--- src/sv/fcv_pkg.sv ---
// Shared types, constants and tables of the flow color visualizer.
package fcv_pkg;

   localparam int WHEEL_ENTRIES = 55;
   localparam int CORDIC_STEPS = 20;
   localparam int DIV_STEPS = 32;
   localparam int ROOT_STEPS = 16;
   localparam int CH_COUNT = 3;
   localparam logic [31:0] LEN2_RESET = 32'd4096;

   // Arctangent of 2^-i in turns, 2^32 for a full turn.
   localparam logic [31:0] TURN_TABLE [CORDIC_STEPS] = '{
      32'd536870912, 32'd316933406, 32'd167458907, 32'd85004756, 32'd42667331,
      32'd21354465, 32'd10679838, 32'd5340245, 32'd2670163, 32'd1335087,
      32'd667544, 32'd333772, 32'd166886, 32'd83443, 32'd41722,
      32'd20861, 32'd10430, 32'd5215, 32'd2608, 32'd1304
   };

   // Hue wheel, red in [23:16], green in [15:8], blue in [7:0].
   localparam logic [23:0] HUE_WHEEL [WHEEL_ENTRIES] = '{
      24'hFF0000, 24'hFF1100, 24'hFF2200, 24'hFF3300, 24'hFF4400,
      24'hFF5500, 24'hFF6600, 24'hFF7700, 24'hFF8800, 24'hFF9900,
      24'hFFAA00, 24'hFFBB00, 24'hFFCC00, 24'hFFDD00, 24'hFFEE00,
      24'hFFFF00, 24'hD5FF00, 24'hAAFF00, 24'h80FF00, 24'h55FF00, 24'h2BFF00,
      24'h00FF00, 24'h00FF3F, 24'h00FF7F, 24'h00FFBF,
      24'h00FFFF, 24'h00E8FF, 24'h00D1FF, 24'h00BAFF, 24'h00A3FF, 24'h008CFF,
      24'h0074FF, 24'h005DFF, 24'h0046FF, 24'h002FFF, 24'h0018FF,
      24'h0000FF, 24'h1300FF, 24'h2700FF, 24'h3A00FF, 24'h4E00FF, 24'h6200FF,
      24'h7500FF, 24'h8900FF, 24'h9C00FF, 24'hB000FF, 24'hC400FF, 24'hD700FF,
      24'hEB00FF,
      24'hFF00FF, 24'hFF00D5, 24'hFF00AA, 24'hFF0080, 24'hFF0055, 24'hFF002B
   };

   typedef struct packed {
      logic       load;
      logic       square;
      logic       sum;
      logic       prep;
      logic       run;
      logic       root;
      logic       mix;
      logic       paint;
      logic       emit;
      logic [4:0] iter;
      logic [1:0] chan;
   } fcv_cmd_type;

   typedef struct packed {
      logic mode;
      logic flow_valid;
      logic out_busy;
   } fcv_stat_type;

endpackage

--- src/sv/fcv_ctrl.sv ---
// Sequencer that steps one flow item through the datapath.
module fcv_ctrl (
   input  logic                 clock,
   input  logic                 reset,
   input  logic                 req_tvalid,
   output logic                 req_tready,
   input  fcv_pkg::fcv_stat_type stat,
   output fcv_pkg::fcv_cmd_type  cmd
);

   localparam logic [3:0] ST_IDLE   = 4'd0;
   localparam logic [3:0] ST_SQUARE = 4'd1;
   localparam logic [3:0] ST_SUM    = 4'd2;
   localparam logic [3:0] ST_PREP   = 4'd3;
   localparam logic [3:0] ST_RUN    = 4'd4;
   localparam logic [3:0] ST_ROOT   = 4'd5;
   localparam logic [3:0] ST_MIX    = 4'd6;
   localparam logic [3:0] ST_PAINT  = 4'd7;
   localparam logic [3:0] ST_DONE   = 4'd8;

   logic [3:0] state_ff, state_in;
   logic [4:0] iter_ff, iter_in;
   logic [1:0] chan_ff, chan_in;

   always_comb begin
      state_in   = state_ff;
      iter_in    = iter_ff;
      chan_in    = chan_ff;
      req_tready = 1'b0;
      cmd        = '0;
      cmd.iter   = iter_ff;
      cmd.chan   = chan_ff;
      unique case (state_ff)
         ST_IDLE: begin
            req_tready = 1'b1;
            if (req_tvalid) begin
               cmd.load = 1'b1;
               state_in = ST_SQUARE;
            end
         end
         ST_SQUARE: begin
            cmd.square = 1'b1;
            state_in   = ST_SUM;
         end
         ST_SUM: begin
            cmd.sum = 1'b1;
            if (!stat.mode) begin
               state_in = ST_IDLE;
            end else if (!stat.flow_valid) begin
               state_in = ST_DONE;
            end else begin
               state_in = ST_PREP;
            end
         end
         ST_PREP: begin
            cmd.prep = 1'b1;
            iter_in  = '0;
            state_in = ST_RUN;
         end
         ST_RUN: begin
            cmd.run = 1'b1;
            iter_in = iter_ff + 5'd1;
            if (iter_ff == 5'(fcv_pkg::DIV_STEPS - 1)) begin
               iter_in  = '0;
               state_in = ST_ROOT;
            end
         end
         ST_ROOT: begin
            cmd.root = 1'b1;
            iter_in  = iter_ff + 5'd1;
            if (iter_ff == 5'(fcv_pkg::ROOT_STEPS - 1)) begin
               iter_in  = '0;
               chan_in  = '0;
               state_in = ST_MIX;
            end
         end
         ST_MIX: begin
            cmd.mix  = 1'b1;
            state_in = ST_PAINT;
         end
         ST_PAINT: begin
            cmd.paint = 1'b1;
            if (chan_ff == 2'(fcv_pkg::CH_COUNT - 1)) begin
               state_in = ST_DONE;
            end else begin
               chan_in  = chan_ff + 2'd1;
               state_in = ST_MIX;
            end
         end
         ST_DONE: begin
            // hold until the output register is free
            if (!stat.out_busy) begin
               cmd.emit = 1'b1;
               state_in = ST_IDLE;
            end
         end
         default: state_in = ST_IDLE;
      endcase
   end

   always_ff @(posedge clock) begin
      if (reset) begin
         state_ff <= ST_IDLE;
         iter_ff  <= '0;
         chan_ff  <= '0;
      end else begin
         state_ff <= state_in;
         iter_ff  <= iter_in;
         chan_ff  <= chan_in;
      end
   end

endmodule

--- config.mk ---
export PLATFORM = sky130hd
export DESIGN_NAME = fcv_ctrl
export DESIGN_NICKNAME = d
export VERILOG_FILES = /design/src/sv/fcv_pkg.sv /design/src/sv/fcv_ctrl.sv
export SDC_FILE = /design/constraint.sdc
export NUM_CORES = 1
export LEC_CHECK = 0
export ABC_AREA = 1
export BUFFER_PORTS_ARGS = -buffer_cell sky130_fd_sc_hd__buf_4
export CORE_MARGIN = 2
export CORE_UTILIZATION = 55
export CTS_BUF_LIST = sky130_fd_sc_hd__clkbuf_8
export DETAILED_ROUTE_END_ITERATION = 10
export GPL_TIMING_DRIVEN = 0
export PLACE_DENSITY = 0.94
export SLEW_MARGIN = 20
export SYNTH_ARGS = -nofsm -noshare
export SYNTH_HDL_FRONTEND = slang
export SYNTH_SLANG_ARGS = --single-unit
--- constraint.sdc ---
create_clock -name clock -period 3.4 [get_ports clock]
set_input_delay 0.51 -clock clock [delete_from_list [all_inputs] [get_ports clock]]
set_output_delay 0.51 -clock clock [all_outputs]
set_load 0.01 [all_outputs]
Word-level counts from Yosys, hierarchy flattened --
Cells that the tools add are included.
Storage, ports and cells: word-level logic and storage cells 52, bits in registers 11, input bits 6, output and inout bits 17
Operators by class: reductions and logical operators 5, multiplexer cells 26, eq/ne operators 16, $add $sub $neg 2
Operators by type and width (number):
- 4-bit one-hot mux with 9 select lines | 1
- 4-bit 2-to-1 mux | 7
- 4-bit by 3-bit equality test with 1-bit output (second input constant) | 4
- 5-bit one-hot mux with 3 select lines | 1
- 1-bit 2-to-1 mux | 12
- 5-bit 2-to-1 mux | 2
- 2-bit != test (second input constant) | 5
- 4-bit by 2-bit equality test with 1-bit output (second input constant) | 2
- 5-bit by 1-bit adder with 5-bit output (second input constant) | 1
- 5-bit by 4-bit equality test with 1-bit output (second input constant) | 1
- 5-bit equality test (second input constant) | 1
- 4-bit by 1-bit equality test with 1-bit output (second input constant) | 1
- 4-bit equality test (second input constant) | 1
- 4-bit zero test | 1
- 2-bit 2-to-1 mux | 2
- 2-bit one-hot mux with 2 select lines | 1
- 4-bit AND reduction | 1
- 3-bit AND reduction | 1
- 3-bit nonzero test | 1
- 2-bit by 1-bit adder with 2-bit output (second input constant) | 1
- 2-bit equality test (second input constant) | 1
- 2-bit nonzero test | 1

Logic depth before layout (Yosys ltp) --
depth in word-level cells 3, gate-level depth with buffers 10

Worst setup path after synthesis --
Ideal clock, no wire load.
kind input-to-output, start input stat[0] (netlist name), end output cmd[7] (netlist name), slack 1.947 ns, data required time 2.890 ns, stages 1, arrival 0.943 ns, cell sequence nor4_1
On the way: word-level cells in the longest chain between the ends 2
RTL lines:
- from (decl) | line fcv_ctrl.sv:7 | input fcv_pkg::fcv_stat_type stat,
- 1-bit 2-to-1 mux | line fcv_ctrl.sv:92 | if (!stat.out_busy) begin
- 1-bit 2-to-1 mux | line fcv_ctrl.sv:33 | unique case (state_ff)
- to (decl) | line fcv_ctrl.sv:8 | output fcv_pkg::fcv_cmd_type cmd
Every way passes these cells.

==> qor.yml <==
floorplanning:
  start_util_pct: 57.55
  dieArea_mm2: 0.001654
  io_pins: 23
  die_h_um: 40.67
  core-area_mm2: 0.001285
  rows: 13
  die_w_um: 40.67
synth:
  syn_avg_cell_area_um2: 6.602
  synth_seq_area_share_pct: 29.78
  yosys.area.top_type: "dfxtp_1"
  ys_seq_elements: 11
  syn-instance-count: 112
  yosysTopAreaCellShare_pct: 29.78
  synth_cell_type_count: 23
  syn_area_um2: 739.5
  synthTopCellsByArea: "dfxtp_1 30%, nand2_1 13%, inv_1 7.6%"
  yosysWarnings: 0
  syn-num-nets: 121
grt:
  gr-total-overflow: 0
  antenna_found_initial: 0
  grt_pass1_vias: 648
  grt_max_degree: 10
  grtUsageTotal_pct: 24.63
  grt_first_pass_wirelength_um: 2601
pwr:
  power_density_mw_per_mm2: 528.7
  sw_frac_of_total_pct: 38.94
  ir_worst_vdd_mv: 0.4267
  p_total_mw: 0.5081
  p_comb_share_pct: 44.5
  p_int_mw: 0.3102
  leakage_nw: 0.4793
  p_sw_mw: 0.1979
  p_seq_share_pct: 30.0
  clockPowerShare_pct: 25.5
min_path:
  min_from: "chan_ff[1]$_SDFFE_PP0P_"
  min_path_type: "reg2reg"
setup_path:
  worstSetupPathType: "reg2out"
  critPathCaptureType: "output pin"
  cp_max_fo: 6
  cp_cell_sequence: "nor2_1 > nand2_1 > nor2_1 > buf_4"
  critPathTopFamily: "simple AND/OR/NAND/NOR gates"
  critPathSlowestCell: "dfxtp_1"
  path_buf_inv: 1
  critical_path.startpoint: "state_ff[2]$_SDFFE_PP0P_"
  cp_common_cell: "nor2_1"
  cp-start-kind: "flip-flop"
  cp_slowest_stage_delay_ns: 0.35
  r2r_start: "iter_ff[0]$_SDFFE_PP0P_"
  worstPathRequired_ns: 2.89
  worstPathArrival_ns: 1.30
timing:
  maxSlewHeadroom_pct: 74.70
  finalMaxSlewViolations: 0
  setup_viol: 0
  fin_skew_ns: 0.002983
  hold_viol: 0
  fin_ws_ns: 1.585
  fin_crit_sh_pct: 53.37
  rsz0062_at_grt: "no"
  hold_slack_ns: 0.4891
  tns_ns: 0
  post-route-min-period_ns: 1.815
  max_freq_mhz: 551.1
  worst_pin_slew_ns: 0.3781
placed_design:
  pre_cts_slack_ns: 1.827
  place_congestion: 0.7408
  port-buffer-count: 21
  placed_cell_area_um2: 915.9
  placed_cells: 148
  place_hpwl_um: 1326
clock_network:
  clock_path_buffers: 2
  cts_setup_buffers: 0
  worstSkewPairLatency_ns: 0.24
  htreeDepth: 1
  numCtsBuffers: 3
  cts-root-buf: "clkbuf_8"
  numClockSinks: 11
  clkTransAtPathRegs_ns: 0.05
  hold_buffers: 0
  cts_tree: "done"
  cts_resized: 0
route:
  vias: 802
  first_pass_iters: 4
  wl_um: 1821
  vias_per_cell: 5.276
  drt_iter0_markers: 23
  final_antenna_net_count: 0
  wl_per_cell_um: 11.98
  drc: 0
run_status:
  status: "complete, no violations"
job:
  cap_violations: 0
layout:
  utilization_pct: 74.78
  mostFrequentLayoutCells: "26 x nand2_1, 22 x buf_4, 16 x inv_1"
  final_common_cell: "nand2_1"
  layout-drive-gt1-share_pct: 28.47
  multi_input_area_um2: 432.9
  fill_cells: 111
  final_area_um2: 960.9
  syn_to_final_growth_pct: 29.95
  instances_no_fill: 152
  nets: 147
  seqCellArea_um2: 220.2
  n_antenna_cell: 0
[sequential cells by signal (all words and copies together), names as in the netlist]
signal and cells:
chan_ff 2, state_ff 4, iter_ff 5
[synth_stat cells, drive strengths merged]
library cell / n
buf: 2
nor3: 3
nand3b: 1
o21ai: 3
nand4: 3
dfxtp: 11
nor4: 1
nor2: 13
nor2b: 1
ha: 3
nand3: 11
xnor2: 1
a21oi: 7
nand2: 32
o211ai: 1
inv: 18
a31oi: 1
[per-layer routing]
metal  global-route usage, %  share of wire (%)  vias to the layer above
met5                       0                  0                        -
met4                   12.50                1.8                        0
met3                   4.891                4.0                        5
met2                   44.84                 49                       23
met1                   26.58                 46                      362
li1                        -                  -                      412
[final timing paths]
kind | endpoint | slack, ns | cells after the start
max | cmd[15] | 1.59 | 4
min reg2reg | chan_ff[1]$_SDFFE_PP0P_ | 0.49 | 2
max reg2reg | state_ff[0]$_SDFFE_PP0P_ | 1.98 | 8
min | chan_ff[1]$_SDFFE_PP0P_ | 0.49 | 2
[power by group through the flow]
stage                     clock network, mW  registers [mW]  logic, mW
after floorplan                           0           0.154      0.155
after global placement                    0           0.155      0.217
after detailed placement                  0           0.155      0.224
after CTS                             0.130           0.153      0.225
after global routing                  0.138           0.154      0.250
final                                 0.130           0.153      0.226
[cell families after synthesis]
family	count (synthesis)	share of synthesized area, %
and+or+nand+nor	65	43.65
buffers and inverters	20	11.67
AOI/OAI and AO/OA	12	8.629
DFF	11	29.78
adders and majority gates	3	5.077
xor gates and xnor gates	1	1.185
[cell type report]
cell class	count	share of cell area (%)
flip-flops and latches	11	22.92
clock inverters	1	0.3906
multi-input cells	81	45.05
inverters	18	7.031
plain buffers	2	1.953
clock buffers	3	4.297
well taps	15	1.953
repair buffers	21	16.41
[worst register-to-register path, cell delays in order (launching register included)]
cell     delay (ns)
dfxtp_1        0.40
ha_1           0.26
nand4_1        0.18
nand2_4        0.12
nand2_2        0.08
nor2_2         0.13
nand2_1        0.07
nand2_1        0.05
nor2_1         0.03
(Power assumes the default switching activity.)
